[src/rtl/stl_pkg.sv]
// ----------------------------------------------------------------------------
// stl_pkg - shared types and constants of the source token lexer
// Token kinds, error codes, the result record and saturating counter helpers.
// ----------------------------------------------------------------------------
package stl_pkg;

    localparam int OFFSET_BITS = 16;
    localparam int LINE_BITS   = 16;

    localparam int OFF_EXT  = (OFFSET_BITS > 16) ? OFFSET_BITS : 16;
    localparam int LINE_EXT = (LINE_BITS > 16) ? LINE_BITS : 16;

    localparam logic [OFFSET_BITS-1:0] OFF_MAX  = {OFFSET_BITS{1'b1}};
    localparam logic [LINE_BITS-1:0]   LINE_MAX = {LINE_BITS{1'b1}};

    // token kinds
    localparam logic [3:0] KIND_STRING = 4'd0;
    localparam logic [3:0] KIND_ARROW  = 4'd1;
    localparam logic [3:0] KIND_COMMA  = 4'd2;
    localparam logic [3:0] KIND_SEMI   = 4'd3;
    localparam logic [3:0] KIND_LPAREN = 4'd4;
    localparam logic [3:0] KIND_RPAREN = 4'd5;
    localparam logic [3:0] KIND_FLOAT  = 4'd6;
    localparam logic [3:0] KIND_INT    = 4'd7;
    localparam logic [3:0] KIND_BOOL   = 4'd8;
    localparam logic [3:0] KIND_IDENT  = 4'd9;
    localparam logic [3:0] KIND_END    = 4'd10;

    // error codes
    localparam logic [2:0] ERR_NONE       = 3'd0;
    localparam logic [2:0] ERR_LONE_MINUS = 3'd1;
    localparam logic [2:0] ERR_SECOND_DOT = 3'd2;
    localparam logic [2:0] ERR_UNTERM_STR = 3'd3;
    localparam logic [2:0] ERR_UNKNOWN_CH = 3'd4;

    typedef struct packed {
        logic [3:0]  kind;
        logic [2:0]  err;
        logic [15:0] line;
        logic [15:0] start;
        logic [15:0] length;
        logic        last;
    } result_t;

    // up to two results from one character
    typedef struct packed {
        logic [1:0] cnt;
        result_t    r0;
        result_t    r1;
    } lex_out_t;

    function automatic logic [OFFSET_BITS-1:0] sat_inc_off(input logic [OFFSET_BITS-1:0] v);
        return (v == OFF_MAX) ? v : v + 1'b1;
    endfunction

    function automatic logic [LINE_BITS-1:0] sat_inc_line(input logic [LINE_BITS-1:0] v);
        return (v == LINE_MAX) ? v : v + 1'b1;
    endfunction

    function automatic logic [15:0] clip_off(input logic [OFFSET_BITS-1:0] v);
        logic [OFF_EXT-1:0] w;
        w = OFF_EXT'(v);
        return (w > OFF_EXT'(17'hFFFF)) ? 16'hFFFF : w[15:0];
    endfunction

    function automatic logic [15:0] clip_line(input logic [LINE_BITS-1:0] v);
        logic [LINE_EXT-1:0] w;
        w = LINE_EXT'(v);
        return (w > LINE_EXT'(17'hFFFF)) ? 16'hFFFF : w[15:0];
    endfunction

endpackage

[src/rtl/stl_lex.sv]
// ----------------------------------------------------------------------------
// stl_lex - lexer state and per-character decode
// Holds the scanning mode and counters; one character advances it per step.
// ----------------------------------------------------------------------------
module stl_lex (
    input  logic             aclk,
    input  logic             aresetn,
    input  logic             step,
    input  logic [7:0]       ch,
    input  logic             end_mark,
    output stl_pkg::lex_out_t lex_out
);

    typedef enum logic [2:0] {
        MODE_IDLE,
        MODE_STRING,
        MODE_MINUS,
        MODE_NUMBER,
        MODE_WORD,
        MODE_STOPPED
    } mode_t;

    // keyword prefix tracker: t,tr,tru,true and f,fa,fal,fals,false
    localparam logic [3:0] KW_NONE  = 4'd0;
    localparam logic [3:0] KW_T     = 4'd1;
    localparam logic [3:0] KW_TR    = 4'd2;
    localparam logic [3:0] KW_TRU   = 4'd3;
    localparam logic [3:0] KW_TRUE  = 4'd4;
    localparam logic [3:0] KW_F     = 4'd5;
    localparam logic [3:0] KW_FA    = 4'd6;
    localparam logic [3:0] KW_FAL   = 4'd7;
    localparam logic [3:0] KW_FALS  = 4'd8;
    localparam logic [3:0] KW_FALSE = 4'd9;

    localparam logic [7:0] CH_SPACE = 8'h20;
    localparam logic [7:0] CH_NL    = 8'h0A;
    localparam logic [7:0] CH_QUOTE = 8'h22;
    localparam logic [7:0] CH_MINUS = 8'h2D;
    localparam logic [7:0] CH_GT    = 8'h3E;
    localparam logic [7:0] CH_DOT   = 8'h2E;
    localparam logic [7:0] CH_COMMA = 8'h2C;
    localparam logic [7:0] CH_SEMI  = 8'h3B;
    localparam logic [7:0] CH_LPAR  = 8'h28;
    localparam logic [7:0] CH_RPAR  = 8'h29;

    mode_t                             mode_reg, mode_next;
    logic                              dot_reg, dot_next;
    logic [3:0]                        kw_reg, kw_next;
    logic [stl_pkg::LINE_BITS-1:0]     line_reg, line_next;
    logic [stl_pkg::OFFSET_BITS-1:0]   off_reg, off_next;
    logic [stl_pkg::OFFSET_BITS-1:0]   start_reg, start_next;
    logic [stl_pkg::OFFSET_BITS-1:0]   run_reg, run_next;

    logic                              fresh;
    logic                              pend_valid;
    logic [stl_pkg::OFFSET_BITS-1:0]   run_inc;
    stl_pkg::result_t                  pend_res;
    stl_pkg::result_t                  res0, res1;
    logic [1:0]                        cnt;

    function automatic logic is_digit(input logic [7:0] c);
        return (c >= 8'h30) && (c <= 8'h39);
    endfunction

    function automatic logic is_letter(input logic [7:0] c);
        return ((c >= 8'h61) && (c <= 8'h7A)) || ((c >= 8'h41) && (c <= 8'h5A)) ||
               (c == 8'h5F);
    endfunction

    function automatic logic [3:0] kw_step(input logic [3:0] s, input logic [7:0] c);
        logic [3:0] r;
        unique case (s)
            KW_T:    r = (c == 8'h72) ? KW_TR : KW_NONE;
            KW_TR:   r = (c == 8'h75) ? KW_TRU : KW_NONE;
            KW_TRU:  r = (c == 8'h65) ? KW_TRUE : KW_NONE;
            KW_F:    r = (c == 8'h61) ? KW_FA : KW_NONE;
            KW_FA:   r = (c == 8'h6C) ? KW_FAL : KW_NONE;
            KW_FAL:  r = (c == 8'h73) ? KW_FALS : KW_NONE;
            KW_FALS: r = (c == 8'h65) ? KW_FALSE : KW_NONE;
            default: r = KW_NONE;
        endcase
        return r;
    endfunction

    function automatic stl_pkg::result_t mk(
        input logic [3:0]                      kind,
        input logic [2:0]                      err,
        input logic [stl_pkg::LINE_BITS-1:0]   line,
        input logic [stl_pkg::OFFSET_BITS-1:0] start,
        input logic [stl_pkg::OFFSET_BITS-1:0] len
    );
        stl_pkg::result_t r;
        r.kind   = kind;
        r.err    = err;
        r.line   = stl_pkg::clip_line(line);
        r.start  = stl_pkg::clip_off(start);
        r.length = stl_pkg::clip_off(len);
        r.last   = 1'b0;
        return r;
    endfunction

    always_comb begin
        mode_next  = mode_reg;
        dot_next   = dot_reg;
        kw_next    = kw_reg;
        line_next  = line_reg;
        off_next   = off_reg;
        start_next = start_reg;
        run_next   = run_reg;
        res0       = '0;
        res1       = '0;
        cnt        = 2'd0;
        fresh      = 1'b0;
        run_inc    = stl_pkg::sat_inc_off(run_reg);
        pend_valid = (mode_reg == MODE_NUMBER) || (mode_reg == MODE_WORD);
        if (mode_reg == MODE_NUMBER) begin
            pend_res = mk(dot_reg ? stl_pkg::KIND_FLOAT : stl_pkg::KIND_INT,
                          stl_pkg::ERR_NONE, line_reg, start_reg, run_reg);
        end else begin
            pend_res = mk(((kw_reg == KW_TRUE) || (kw_reg == KW_FALSE)) ?
                          stl_pkg::KIND_BOOL : stl_pkg::KIND_IDENT,
                          stl_pkg::ERR_NONE, line_reg, start_reg, run_reg);
        end

        if (end_mark) begin
            unique case (mode_reg)
                MODE_STRING: begin
                    res0 = mk(stl_pkg::KIND_END, stl_pkg::ERR_UNTERM_STR, line_reg,
                              start_reg, run_reg);
                    cnt  = 2'd1;
                end
                MODE_MINUS: begin
                    res0 = mk(stl_pkg::KIND_END, stl_pkg::ERR_LONE_MINUS, line_reg,
                              start_reg, run_reg);
                    cnt  = 2'd1;
                end
                MODE_STOPPED: begin
                    cnt = 2'd0;
                end
                default: begin
                    if (pend_valid) begin
                        res0 = pend_res;
                        res1 = mk(stl_pkg::KIND_END, stl_pkg::ERR_NONE, line_reg, off_reg, '0);
                        cnt  = 2'd2;
                    end else begin
                        res0 = mk(stl_pkg::KIND_END, stl_pkg::ERR_NONE, line_reg, off_reg, '0);
                        cnt  = 2'd1;
                    end
                end
            endcase
            // restart for a new source
            mode_next  = MODE_IDLE;
            dot_next   = 1'b0;
            kw_next    = KW_NONE;
            line_next  = stl_pkg::LINE_BITS'(1);
            off_next   = '0;
            start_next = '0;
            run_next   = '0;
        end else begin
            unique case (mode_reg)
                MODE_STRING: begin
                    run_next = run_inc;
                    if (ch == CH_QUOTE) begin
                        res0      = mk(stl_pkg::KIND_STRING, stl_pkg::ERR_NONE, line_reg,
                                       start_reg, run_inc);
                        cnt       = 2'd1;
                        mode_next = MODE_IDLE;
                    end else if (ch == CH_NL) begin
                        line_next = stl_pkg::sat_inc_line(line_reg);
                    end
                end
                MODE_MINUS: begin
                    cnt = 2'd1;
                    if (ch == CH_GT) begin
                        res0      = mk(stl_pkg::KIND_ARROW, stl_pkg::ERR_NONE, line_reg,
                                       start_reg, stl_pkg::OFFSET_BITS'(2));
                        mode_next = MODE_IDLE;
                    end else begin
                        res0      = mk(stl_pkg::KIND_END, stl_pkg::ERR_LONE_MINUS, line_reg,
                                       start_reg, run_reg);
                        mode_next = MODE_STOPPED;
                    end
                end
                MODE_NUMBER: begin
                    if (is_digit(ch)) begin
                        run_next = run_inc;
                    end else if (ch == CH_DOT) begin
                        if (dot_reg) begin
                            res0      = mk(stl_pkg::KIND_END, stl_pkg::ERR_SECOND_DOT,
                                           line_reg, start_reg, run_reg);
                            cnt       = 2'd1;
                            mode_next = MODE_STOPPED;
                        end else begin
                            dot_next = 1'b1;
                            run_next = run_inc;
                        end
                    end else begin
                        res0      = pend_res;
                        cnt       = 2'd1;
                        mode_next = MODE_IDLE;
                        fresh     = 1'b1;
                    end
                end
                MODE_WORD: begin
                    if (is_letter(ch)) begin
                        kw_next  = kw_step(kw_reg, ch);
                        run_next = run_inc;
                    end else begin
                        res0      = pend_res;
                        cnt       = 2'd1;
                        mode_next = MODE_IDLE;
                        fresh     = 1'b1;
                    end
                end
                MODE_IDLE: begin
                    fresh = 1'b1;
                end
                default: begin
                    // stopped: drop characters until the end item
                end
            endcase

            if (fresh) begin
                priority if (ch == CH_SPACE) begin
                end else if (ch == CH_NL) begin
                    line_next = stl_pkg::sat_inc_line(line_reg);
                end else if (ch == CH_QUOTE || ch == CH_MINUS || is_digit(ch) ||
                             is_letter(ch)) begin
                    start_next = off_reg;
                    run_next   = stl_pkg::OFFSET_BITS'(1);
                    dot_next   = 1'b0;
                    if (ch == CH_QUOTE) begin
                        mode_next = MODE_STRING;
                    end else if (ch == CH_MINUS) begin
                        mode_next = MODE_MINUS;
                    end else if (is_digit(ch)) begin
                        mode_next = MODE_NUMBER;
                    end else begin
                        mode_next = MODE_WORD;
                        kw_next   = (ch == 8'h74) ? KW_T : ((ch == 8'h66) ? KW_F : KW_NONE);
                    end
                end else begin
                    if (cnt == 2'd0) begin
                        cnt = 2'd1;
                        priority if (ch == CH_COMMA) begin
                            res0 = mk(stl_pkg::KIND_COMMA, stl_pkg::ERR_NONE, line_reg,
                                      off_reg, stl_pkg::OFFSET_BITS'(1));
                        end else if (ch == CH_SEMI) begin
                            res0 = mk(stl_pkg::KIND_SEMI, stl_pkg::ERR_NONE, line_reg,
                                      off_reg, stl_pkg::OFFSET_BITS'(1));
                        end else if (ch == CH_LPAR) begin
                            res0 = mk(stl_pkg::KIND_LPAREN, stl_pkg::ERR_NONE, line_reg,
                                      off_reg, stl_pkg::OFFSET_BITS'(1));
                        end else if (ch == CH_RPAR) begin
                            res0 = mk(stl_pkg::KIND_RPAREN, stl_pkg::ERR_NONE, line_reg,
                                      off_reg, stl_pkg::OFFSET_BITS'(1));
                        end else begin
                            res0 = mk(stl_pkg::KIND_END, stl_pkg::ERR_UNKNOWN_CH, line_reg,
                                      off_reg, stl_pkg::OFFSET_BITS'(1));
                        end
                    end else begin
                        cnt = 2'd2;
                        priority if (ch == CH_COMMA) begin
                            res1 = mk(stl_pkg::KIND_COMMA, stl_pkg::ERR_NONE, line_reg,
                                      off_reg, stl_pkg::OFFSET_BITS'(1));
                        end else if (ch == CH_SEMI) begin
                            res1 = mk(stl_pkg::KIND_SEMI, stl_pkg::ERR_NONE, line_reg,
                                      off_reg, stl_pkg::OFFSET_BITS'(1));
                        end else if (ch == CH_LPAR) begin
                            res1 = mk(stl_pkg::KIND_LPAREN, stl_pkg::ERR_NONE, line_reg,
                                      off_reg, stl_pkg::OFFSET_BITS'(1));
                        end else if (ch == CH_RPAR) begin
                            res1 = mk(stl_pkg::KIND_RPAREN, stl_pkg::ERR_NONE, line_reg,
                                      off_reg, stl_pkg::OFFSET_BITS'(1));
                        end else begin
                            res1 = mk(stl_pkg::KIND_END, stl_pkg::ERR_UNKNOWN_CH, line_reg,
                                      off_reg, stl_pkg::OFFSET_BITS'(1));
                        end
                    end
                    if (!(ch == CH_COMMA || ch == CH_SEMI || ch == CH_LPAR ||
                          ch == CH_RPAR)) begin
                        mode_next = MODE_STOPPED;
                    end
                end
            end
            off_next = stl_pkg::sat_inc_off(off_reg);
        end

        // mark the final result of this character
        res0.last = (cnt == 2'd1);
        res1.last = 1'b1;
    end

    always_ff @(posedge aclk) begin
        if (!aresetn) begin
            mode_reg  <= MODE_IDLE;
            dot_reg   <= 1'b0;
            kw_reg    <= KW_NONE;
            line_reg  <= stl_pkg::LINE_BITS'(1);
            off_reg   <= '0;
            start_reg <= '0;
            run_reg   <= '0;
        end else if (step) begin
            mode_reg  <= mode_next;
            dot_reg   <= dot_next;
            kw_reg    <= kw_next;
            line_reg  <= line_next;
            off_reg   <= off_next;
            start_reg <= start_next;
            run_reg   <= run_next;
        end
    end

    assign lex_out.cnt = cnt;
    assign lex_out.r0  = res0;
    assign lex_out.r1  = res1;

endmodule

[src/rtl/stl_resq.sv]
// ----------------------------------------------------------------------------
// stl_resq - result queue
// Four-entry queue of result records; takes up to two per cycle, gives one.
// ----------------------------------------------------------------------------
module stl_resq (
    input  logic              aclk,
    input  logic              aresetn,
    input  logic              push,
    input  stl_pkg::lex_out_t push_data,
    input  logic              pop,
    output logic              room2,
    output logic              head_valid,
    output stl_pkg::result_t  head
);

    stl_pkg::result_t q_reg [4];
    logic [1:0]       wr_ptr_reg, wr_ptr_next;
    logic [1:0]       rd_ptr_reg, rd_ptr_next;
    logic [2:0]       count_reg, count_next;
    logic [1:0]       n_push;
    logic             do_pop;

    assign n_push     = push ? push_data.cnt : 2'd0;
    assign do_pop     = pop && (count_reg != 3'd0);
    assign room2      = (count_reg <= 3'd2);
    assign head_valid = (count_reg != 3'd0);
    assign head       = q_reg[rd_ptr_reg];

    always_comb begin
        wr_ptr_next = wr_ptr_reg + n_push;
        rd_ptr_next = rd_ptr_reg + {1'b0, do_pop};
        count_next  = count_reg + {1'b0, n_push} - {2'b00, do_pop};
    end

    always_ff @(posedge aclk) begin
        if (n_push != 2'd0) begin
            q_reg[wr_ptr_reg] <= push_data.r0;
        end
        if (n_push == 2'd2) begin
            q_reg[wr_ptr_reg + 2'd1] <= push_data.r1;
        end
    end

    always_ff @(posedge aclk) begin
        if (!aresetn) begin
            wr_ptr_reg <= '0;
            rd_ptr_reg <= '0;
            count_reg  <= '0;
        end else begin
            wr_ptr_reg <= wr_ptr_next;
            rd_ptr_reg <= rd_ptr_next;
            count_reg  <= count_next;
        end
    end

endmodule

[src/rtl/source_token_lexer_top.sv]
// ----------------------------------------------------------------------------
// source_token_lexer_top - streaming source token lexer
// Character stream in, token records (kind, error, line, start, length) out.
// ----------------------------------------------------------------------------
// One source character enters per transaction; the end of the source is a
// transaction with s_axis_tuser high, whose character is ignored. Each
// character is registered, decoded combinationally by the lexer and yields
// zero, one or two token records, which wait in a four-entry result queue;
// m_axis_tlast marks the last record caused by one character. The lexer
// takes one character per clock while the queue holds at most two records,
// so one character a cycle is sustained whenever the consumer takes one
// record a cycle; characters that close a number or word and also form a
// token of their own yield two records. A transaction passes the input
// register and then the result queue. After an error record the
// lexer drops characters until the end item, which then yields nothing.
// Line, start and length saturate at 65535.
module source_token_lexer_top (
    input  logic        aclk,
    input  logic        aresetn,
    // input character stream
    input  logic        s_axis_tvalid,
    output logic        s_axis_tready,
    input  logic [7:0]  s_axis_tdata,   // [7:0] ch
    input  logic [0:0]  s_axis_tuser,   // [0] end_mark
    // token record stream
    output logic        m_axis_tvalid,
    input  logic        m_axis_tready,
    output logic [47:0] m_axis_tdata,   // [15:0] line_number, [31:16] token_start,
                                        // [47:32] token_length
    output logic [6:0]  m_axis_tuser,   // [3:0] token_kind, [6:4] error_code
    output logic        m_axis_tlast    // last_result
);

    logic              in_valid_reg, in_valid_next;
    logic [7:0]        in_ch_reg;
    logic              in_end_reg;
    logic              s_accept;
    logic              proceed;
    logic              room2;
    logic              head_valid;
    stl_pkg::result_t  head;
    stl_pkg::lex_out_t lex_out;

    // decode the held character once the queue can take two records
    assign proceed       = in_valid_reg && room2;
    assign s_axis_tready = !in_valid_reg || proceed;
    assign s_accept      = s_axis_tvalid && s_axis_tready;

    always_comb begin
        in_valid_next = in_valid_reg;
        if (s_accept) begin
            in_valid_next = 1'b1;
        end else if (proceed) begin
            in_valid_next = 1'b0;
        end
    end

    // input register: hold the character until the lexer takes it
    always_ff @(posedge aclk) begin
        if (!aresetn) begin
            in_valid_reg <= 1'b0;
        end else begin
            in_valid_reg <= in_valid_next;
        end
    end

    always_ff @(posedge aclk) begin
        if (s_accept) begin
            in_ch_reg  <= s_axis_tdata;
            in_end_reg <= s_axis_tuser[0];
        end
    end

    stl_lex u_lex (
        .aclk     (aclk),
        .aresetn  (aresetn),
        .step     (proceed),
        .ch       (in_ch_reg),
        .end_mark (in_end_reg),
        .lex_out  (lex_out)
    );

    stl_resq u_resq (
        .aclk       (aclk),
        .aresetn    (aresetn),
        .push       (proceed),
        .push_data  (lex_out),
        .pop        (m_axis_tready),
        .room2      (room2),
        .head_valid (head_valid),
        .head       (head)
    );

    // present the queue head
    assign m_axis_tvalid = head_valid;
    assign m_axis_tdata  = {head.length, head.start, head.line};
    assign m_axis_tuser  = {head.err, head.kind};
    assign m_axis_tlast  = head.last;

`ifndef SYNTH
    // errors only ride on end-kind records
    a_err_kind: assert property (@(posedge aclk) disable iff (!aresetn)
        (m_axis_tvalid && (m_axis_tuser[6:4] != stl_pkg::ERR_NONE)) |->
        (m_axis_tuser[3:0] == stl_pkg::KIND_END))
        else $error("error code on a non-end token");

    // an error record always closes its character's results
    a_err_last: assert property (@(posedge aclk) disable iff (!aresetn)
        (m_axis_tvalid && (m_axis_tuser[6:4] != stl_pkg::ERR_NONE)) |-> m_axis_tlast)
        else $error("error record not last of its transaction");

    // a clean end token is empty and last
    a_end_empty: assert property (@(posedge aclk) disable iff (!aresetn)
        (m_axis_tvalid && (m_axis_tuser[3:0] == stl_pkg::KIND_END) &&
         (m_axis_tuser[6:4] == stl_pkg::ERR_NONE)) |->
        ((m_axis_tdata[47:32] == 16'd0) && m_axis_tlast))
        else $error("end token with nonzero length or not last");
`endif

endmodule

[config.mk]
export PLATFORM = sky130hd
export DESIGN_NAME = source_token_lexer_top
export DESIGN_NICKNAME = d
export VERILOG_FILES = /design/src/rtl/stl_pkg.sv /design/src/rtl/stl_lex.sv /design/src/rtl/stl_resq.sv /design/src/rtl/source_token_lexer_top.sv
export SDC_FILE = /design/constraint.sdc
export NUM_CORES = 1
export LEC_CHECK = 0
export ABC_CLOCK_PERIOD_IN_PS = 4750
export BUFFER_PORTS_ARGS = -buffer_cell sky130_fd_sc_hd__buf_2
export CORE_MARGIN = 3
export CORE_UTILIZATION = 30
export CTS_CLUSTER_SIZE = 14
export DETAILED_ROUTE_END_ITERATION = 7
export PLACE_DENSITY = 0.49
export SYNTH_ARGS = -nofsm -noshare
export SYNTH_HDL_FRONTEND = slang
export SYNTH_SLANG_ARGS = --single-unit
[constraint.sdc]
create_clock -name aclk -period 4.75 [get_ports aclk]
set_input_delay 0 -clock aclk [delete_from_list [all_inputs] [get_ports aclk]]
set_output_delay 0 -clock aclk [all_outputs]
set_load 0.05 [all_outputs]
Yosys cells after proc, flatten, opt, wreduce, memory -nomap -nowiden
Memory sizes are Yosys's and may differ from the RTL's. A register that Yosys moved wholly into a read port is not among the register bits.
Index checks and enable logic that the tools add are counted.
- register bits after elaboration: 89
- bits in writable memories: 224
- input port bits: 13
- output and inout port bits: 58
- memories kept: 1
- $add $sub $neg: 8
- magnitude comparators: 12
- equal/unequal tests: 41
- muxes and demuxes: 133
- reduce and logical (&&, ||, !) cells: 29
- memory list (memory ; depth ; width ; read ports ; clocked after memory_dff ; wr ports ; line ; RTL):
    u_resq.q_reg ; 4 ; 56 ; 1 ; 1 ; 2 ; stl_resq.sv:16 ; stl_pkg::result_t q_reg [4];
- operators by type and width (cell ; count):
    56-bit 2-to-1 mux ; 25
    16-bit 2-to-1 mux ; 30
    56-bit one-hot mux with 4 select lines ; 1
    56-bit one-hot mux with 3 select lines ; 1
    16-bit greater-than comparator (second input constant) ; 5
    8-bit by 6-bit == test with 1-bit output (second input constant) ; 9
    8-bit by 7-bit == test with 1-bit output (second input constant) ; 9
    3-bit 2-to-1 mux ; 19
    4-bit 2-to-1 mux ; 13
    49-bit 2-to-1 mux ; 1
    16-bit by 1-bit adder with 16-bit output (second input constant) ; 3
    16-bit == test (second input constant) ; 3
    16-bit one-hot mux with 3 select lines ; 1
    4-bit one-hot mux with 7 select lines ; 1
    2-bit 2-to-1 mux ; 13
    1-bit 2-to-1 mux ; 24
    4-bit by 3-bit == test with 1-bit output (second input constant) ; 4
    8-bit by 7-bit greater-or-equal comparator with 1-bit output (second input constant) ; 2
    8-bit by 7-bit <= comparator with 1-bit output (second input constant) ; 2
    3-bit one-hot mux with 4 select lines ; 1
    1-bit logical OR ; 11
    4-bit by 2-bit == test with 1-bit output (second input constant) ; 2
    4-bit == test (second input constant) ; 2
    8-bit by 4-bit == test with 1-bit output (second input constant) ; 1
    other kinds (28) ; 40

Logic depth before layout (Yosys ltp)
- depth after elaboration: 18
- mapped depth: 19

Cells and area by module
From an unflattened synthesis, not the netlist that was laid out.
- cells, all modules: 1385
- area, all modules: 17624.4 sq um
- modules (own cells, without submodules) (module ; times used ; cells an instance ; area each (sq um) ; seq. area each (sq um)):
    stl_resq ; 1 ; 595 ; 11352.1 ; 6866.6
    stl_lex ; 1 ; 775 ; 5936.9 ; 1441.4
    source_token_lexer_top ; 1 ; 15 ; 335.3 ; 290.3

Worst setup path before layout
Ideal clock, no wire load.
- path type: register to register
- from: reg in_ch_reg[4]
- to: mem u_resq.q_reg[1][17] (netlist bit), enable pin
- data arrival time: 4.112 ns
- slack: 0.242 ns
- stages on the path, launching flop included: 17
- period minus slack after synthesis: 4.508 ns
- cell sequence: edfxtp_1 > buf_2 > nor4b_4 > nand4_1 > nand4_2 > clkbuf_1 > buf_2 > ha_1 > nor2b_1 > nand2_1 > o22ai_4 > inv_2 > buf_6 > nor2_1 > nand2_1 > clkbuf_1 > nand2_1
- RTL lines (element ; line ; RTL):
    start, declared ; source_token_lexer_top.sv:35 ; logic [7:0] in_ch_reg;
    start signal, assigned ; source_token_lexer_top.sv:69 ; in_ch_reg <= s_axis_tdata;
    end, declared ; stl_resq.sv:16 ;

Worst setup path in the final report
- from: reg in_ch_reg[4]
- to: reg u_resq.count_reg[2]
- cells in the longest elaborated chain, start to end: 17
- ends and longest elaborated chain (element ; line ; RTL):
    8-bit by 7-bit greater-or-equal comparator with 1-bit output / 8-bit by 7-bit <= comparator with 1-bit output (equally long branches) ; stl_lex.sv:66 ; return ((c >= 8'h61) && (c <= 8'h7A)) || ((c >= 8'h41) && (c <= 8'h5A)) ||
    1-bit logical AND ; stl_lex.sv:66 ;
    1-bit logical OR (2 in series) ; stl_lex.sv:66 ;
    1-bit 2-to-1 mux ; stl_lex.sv:205 ; if (is_letter(ch)) begin
    2-bit one-hot mux with 4 select lines ; stl_lex.sv:160 ; unique case (mode_reg)
    2-bit 2-to-1 mux ; stl_lex.sv:125 ; if (end_mark) begin
    2-bit zero test ; stl_lex.sv:243 ; if (cnt == 2'd0) begin
    2-bit 2-to-1 mux ; stl_lex.sv:243 ;
    2-bit 2-to-1 mux ; stl_lex.sv:227 ; end else if (ch == CH_QUOTE || ch == CH_MINUS || is_digit(ch) ||
    2-bit 2-to-1 mux ; stl_lex.sv:225 ; end else if (ch == CH_NL) begin
    2-bit 2-to-1 mux ; stl_lex.sv:224 ; priority if (ch == CH_SPACE) begin
    2-bit 2-to-1 mux * ; stl_lex.sv:223 ; if (fresh) begin
    2-bit 2-to-1 mux * ; stl_lex.sv:125 ;
    2-bit 2-to-1 mux * ; stl_resq.sv:23 ; assign n_push = push ? push_data.cnt : 2'd0;
    3-bit by 2-bit adder with 3-bit output * ; stl_resq.sv:32 ; count_next = count_reg + {1'b0, n_push} - {2'b00, do_pop};
    3-bit by 1-bit subtractor with 3-bit output * ; stl_resq.sv:32 ;
    end signal, assigned ; stl_resq.sv:52 ; count_reg <= count_next;
    end, declared ; stl_resq.sv:19 ; logic [2:0] count_reg, count_next;
Mark *: on every way between the ends. The rest lies on a longest branch, timed or not. The select of a mux whose other input is x is not followed.
A chain may end at the register's enable or synchronous reset.

==> run summary <==
The filler cells instantiated in the layout total 5,162. The worst min-delay path class is input port to flop. The initial antenna violation count came out at 0.

The clock tree from TritonCTS is built. The proportion of register bits with asynchronous set or reset after synthesis came out at 0. The data arrival time of the critical path came out at 4650 ps. The floorplan step set the die height to 235.4 um. Counting I/O delays and the setup requirement, the final critical path takes 4210 ps. The post-route non-filler standard cell count is 2,249. The via count of the first global-routing pass came to 11,900. The instance area at placement is 16,840 sq um. The global-route usage over all layers is 0.1650.

The cell count after synthesis is 1,495. Post-CTS timing repair inserted 0 buffers for setup. The clock net in this run drives a total of 313 sinks. The synthesized design contains 161 enable-type register cells.

The kind of capture point of the worst setup path is a flop. The total non-filler cell area in the finished layout came out at 18,160 sq um. After detailed placement, the design holds a cell count of 2,169.

The sink of the worst hold path is u_resq.rd_ptr_reg[0]. Pin placement for this block handled 71 I/O pins. The flip-flop count of the largest register, all copies and words added is 224.

The depth of the most critical reg-to-reg path is 15. In the synthesized netlist the dominant register cell turns out to be edfxtp_1. The post-route clock skew came out at 13.31 ps. The first global-routing pass estimated 72.86 mm of wire. The compound-cell area share of the yosys netlist is 0.1803. Adding up every negative setup slack in the final design gives 0 ps.

The largest voltage drop on the vdd net came out at 0.0002094 V. The synthesized area is 15,790 sq um. The antenna cell count is 0.

The flow ran to the end, and the final reports show no timing, DRC or antenna violations. Ranked by total cell area, the synthesized netlist is headed by edfxtp_1 31%, dfxtp_1 19%, mux4_2 8.0%, and2_1 3.8%, nor2_1 3.6%. The critical path buffer and inverter count is 2.

In this run the standard cell core region covers 51,720 sq um. The critical path in this run is classified as flop to flop. The startpoint identified for the worst hold timing path is m_axis_tready. Routability-driven placement finished with a final weighted congestion of 0.8621.

The quantity of hold-fixing buffers added after cts came out at 12. The most used standard cell by instance count after synthesis is edfxtp_1. The fraction of the mapped netlist area in simple logic gates is 0.1647.

The mean routed wirelength per cell is 20.71 um. The number of warnings reported in the yosys synthesis log is 0. CTS placed an instance of clkbuf_16 at the clock tree root. The count of endpoints failing hold in the final timing report is 0.

Of the cells placed in the final design, the portion with a size suffix greater than 1 is 0.1702. The number of nets in the synthesized netlist is 1,518. Broken down by cell family, the worst path's largest delay share belongs to simple AND/OR/NAND/NOR gates. The final-stage net count is 1,563.

The signal on the critical path passes through nand3_1 > o21ai_0 > nor2_1 > nor2_1 > ha_1 > nor2b_1 > nand2_1 > o22ai_4 > inv_2 > ha_1 > inv_1 > fa_1 > xnor2_1 > xnor2_1 > and2_1. The mean area per synthesized cell is 10.56 sq um. The area of combinational cells with multiple inputs is 7372 sq um. The starting density of the core came out at 0.3053. For this run, the top clock speed supported by timing is 0.2375 GHz.

Dividing the detail-routed via count by the number of cells gives 5.434. The area growth from synthesis to layout is 15.00%. The count of port buffers added during placement is 70.

The sequential element share of the synthesized area is 0.4989. The residual DRC count came out at 0. The data required time at the worst endpoint is 5190 ps. In this run the remaining antenna-violating nets after routing total 0. The post-synthesis adder-cell area fraction is 0.008399. Summing over every cut layer, the via total after detailed routing is 12,220. Setup repair after global routing left no endpoint under its margin.

The capture instance of the worst register-to-register path is u_resq.count_reg[2]. Registers take 7883 sq um. The multiplexer share of the synthesized area came out at 0.09176. The category of the worst setup path launch point is a flop. The longest clock path from root to sink contains 3 buffers. The number of rows in the core area came out at 83. After synthesis, the largest family of logic cells by area is compound AO/OA/AOI/OAI gates. Of all cell types, the one taking the most synthesized area is edfxtp_1. The leakage power is 6.011 nW. Sorting the synthesized cells by how often they occur yields 161 x edfxtp_1, 153 x nor2_1, 152 x dfxtp_1. The fraction of synthesized cell area in xor and xnor cells came out at 0.01997. The final-report max-slew violation count came out at 0. The power per standard cell area came out at 482.3 nW/um^2.

The slew of the pin with the lowest slew margin is 1034 ps. The width of the die came out at 235.4 um. The post-synthesis cell type count is 84. The setup slack of the worst register-to-register path came out at 540 ps. In this run the critical register-to-register path is launched from in_ch_reg[4]. The total of endpoints with negative setup slack in the final report is 0.

The slowest stage of the critical path is the edfxtp_1 cell. The CTS H-tree depth is 2. The first-pass detailed-route iteration total is 6. The headroom to the max-slew limit is 0.3107. In this run, CTS created clock tree buffers numbering 37. The portion of synthesized cell area occupied by the leading cell type came out at 0.3062. The post-synthesis sequential element count is 313. The largest net degree at the start of global routing is 33. The clock latency at the later pin of the worst-skew pair came out at 550 ps. Counting instances, the worst hold path has a depth of 4. Max-cap violations in this run came to 0. Clock-pin slew was measured on the worst setup and hold paths at 60 ps. The final layout contains routed wiring with a total length of 46.58 mm. The largest stage delay on the critical path came out at 790 ps.

Dividing the final minimum period by the clock period gives 0.8863. The violation count after the first detailed-routing iteration is 1,011. Post-CTS repair changed the size of 0 cells. The floorplan step defined a die boundary enclosing 55,420 sq um. The total grt overflow came out at 0. In this run the worst path has a maximum fanout of 19. The HPWL after detailed placement came out at 30.28 mm.
==> where the power goes <==
group / switching, mW / leakage, nW / internal (mW)
clock network: 1.15 / 0.584 / 1.67
logic: 1.73 / 2.61 / 0.845
registers: 0.216 / 2.82 / 3.14
==> per-stage QoR <==
step                setup WS [ps]  total power, mW  hold WS (ps)    util
floorplan                   241.8            5.336         98.87       -
CTS                         597.5            8.858         59.30  0.3511
global placement            682.5            5.989         181.9  0.3256
finish                      540.0            8.758         103.9  0.3511
detailed placement          603.2            6.012         178.9  0.3256
global route                237.0            9.141         130.5  0.3511
==> placed cells by master, fill, tap and decap left out, types with 11 or more instances in the layout <==
cell / count
and2_1: 96
o22ai_1: 91
a21oi_1: 71
nand2_1: 102
mux4_2: 56
a221o_1: 15
o21ai_0: 56
a211oi_1: 66
a22o_1: 15
mux2i_1: 15
buf_2: 70
a22oi_1: 22
dfxtp_1: 150
nand4_1: 18
dlygate4sd3_1: 12
edfxtp_1: 161
and3_1: 13
nand3_1: 39
inv_1: 13
xor2_1: 13
buf_4: 44
xnor2_1: 23
nor2b_1: 21
clkbuf_16: 40
nor3_1: 16
clkbuf_1: 11
nor2_1: 152
==> worst min-delay path, cell delays in order <==
cell	delay, ps
buf_2	70
and2_1	260
ha_1	170
and2_1	110
==> kinds of logic after synthesis <==
| family | Yosys count |
|---|---|
| simple gates | 516 |
| compound gates | 412 |
| mux | 74 |
| xor+xnor | 36 |
| buf+inv | 134 |
| flops | 313 |
| fa+ha+maj | 10 |
==> per-layer routing <==
metal	global-route usage	up-vias	wire, um
li1	-	5770	-
met1	0.2327	6067	21810
met2	0.2670	329	21760
met3	0.02730	54	2273
met4	0.03614	0	734
met5	0	-	0
==> final cells by class <==
class	count	area share
inverters	14	0.002894
well taps	680	0.04685
multi-input cells	1048	0.4060
flip-flops and latches	313	0.4341
repair buffers	126	0.04410
clock inverters	12	0.004892
clock buffers	56	0.06119
==> worst max path at each step <==
stage,to,from,cells after the start,slack (ps)
floorplan,u_resq.q_reg[1][17],in_ch_reg[4],16,240
global placement,u_resq.count_reg[2],in_ch_reg[4],16,680
detailed placement,u_resq.count_reg[2],in_ch_reg[4],16,600
CTS,u_resq.count_reg[2],in_ch_reg[4],16,600
global route,u_resq.count_reg[2],in_ch_reg[4],16,240
finish,u_resq.count_reg[2],in_ch_reg[4],15,540
No activity file was read; power rests on OpenSTA's default activity.
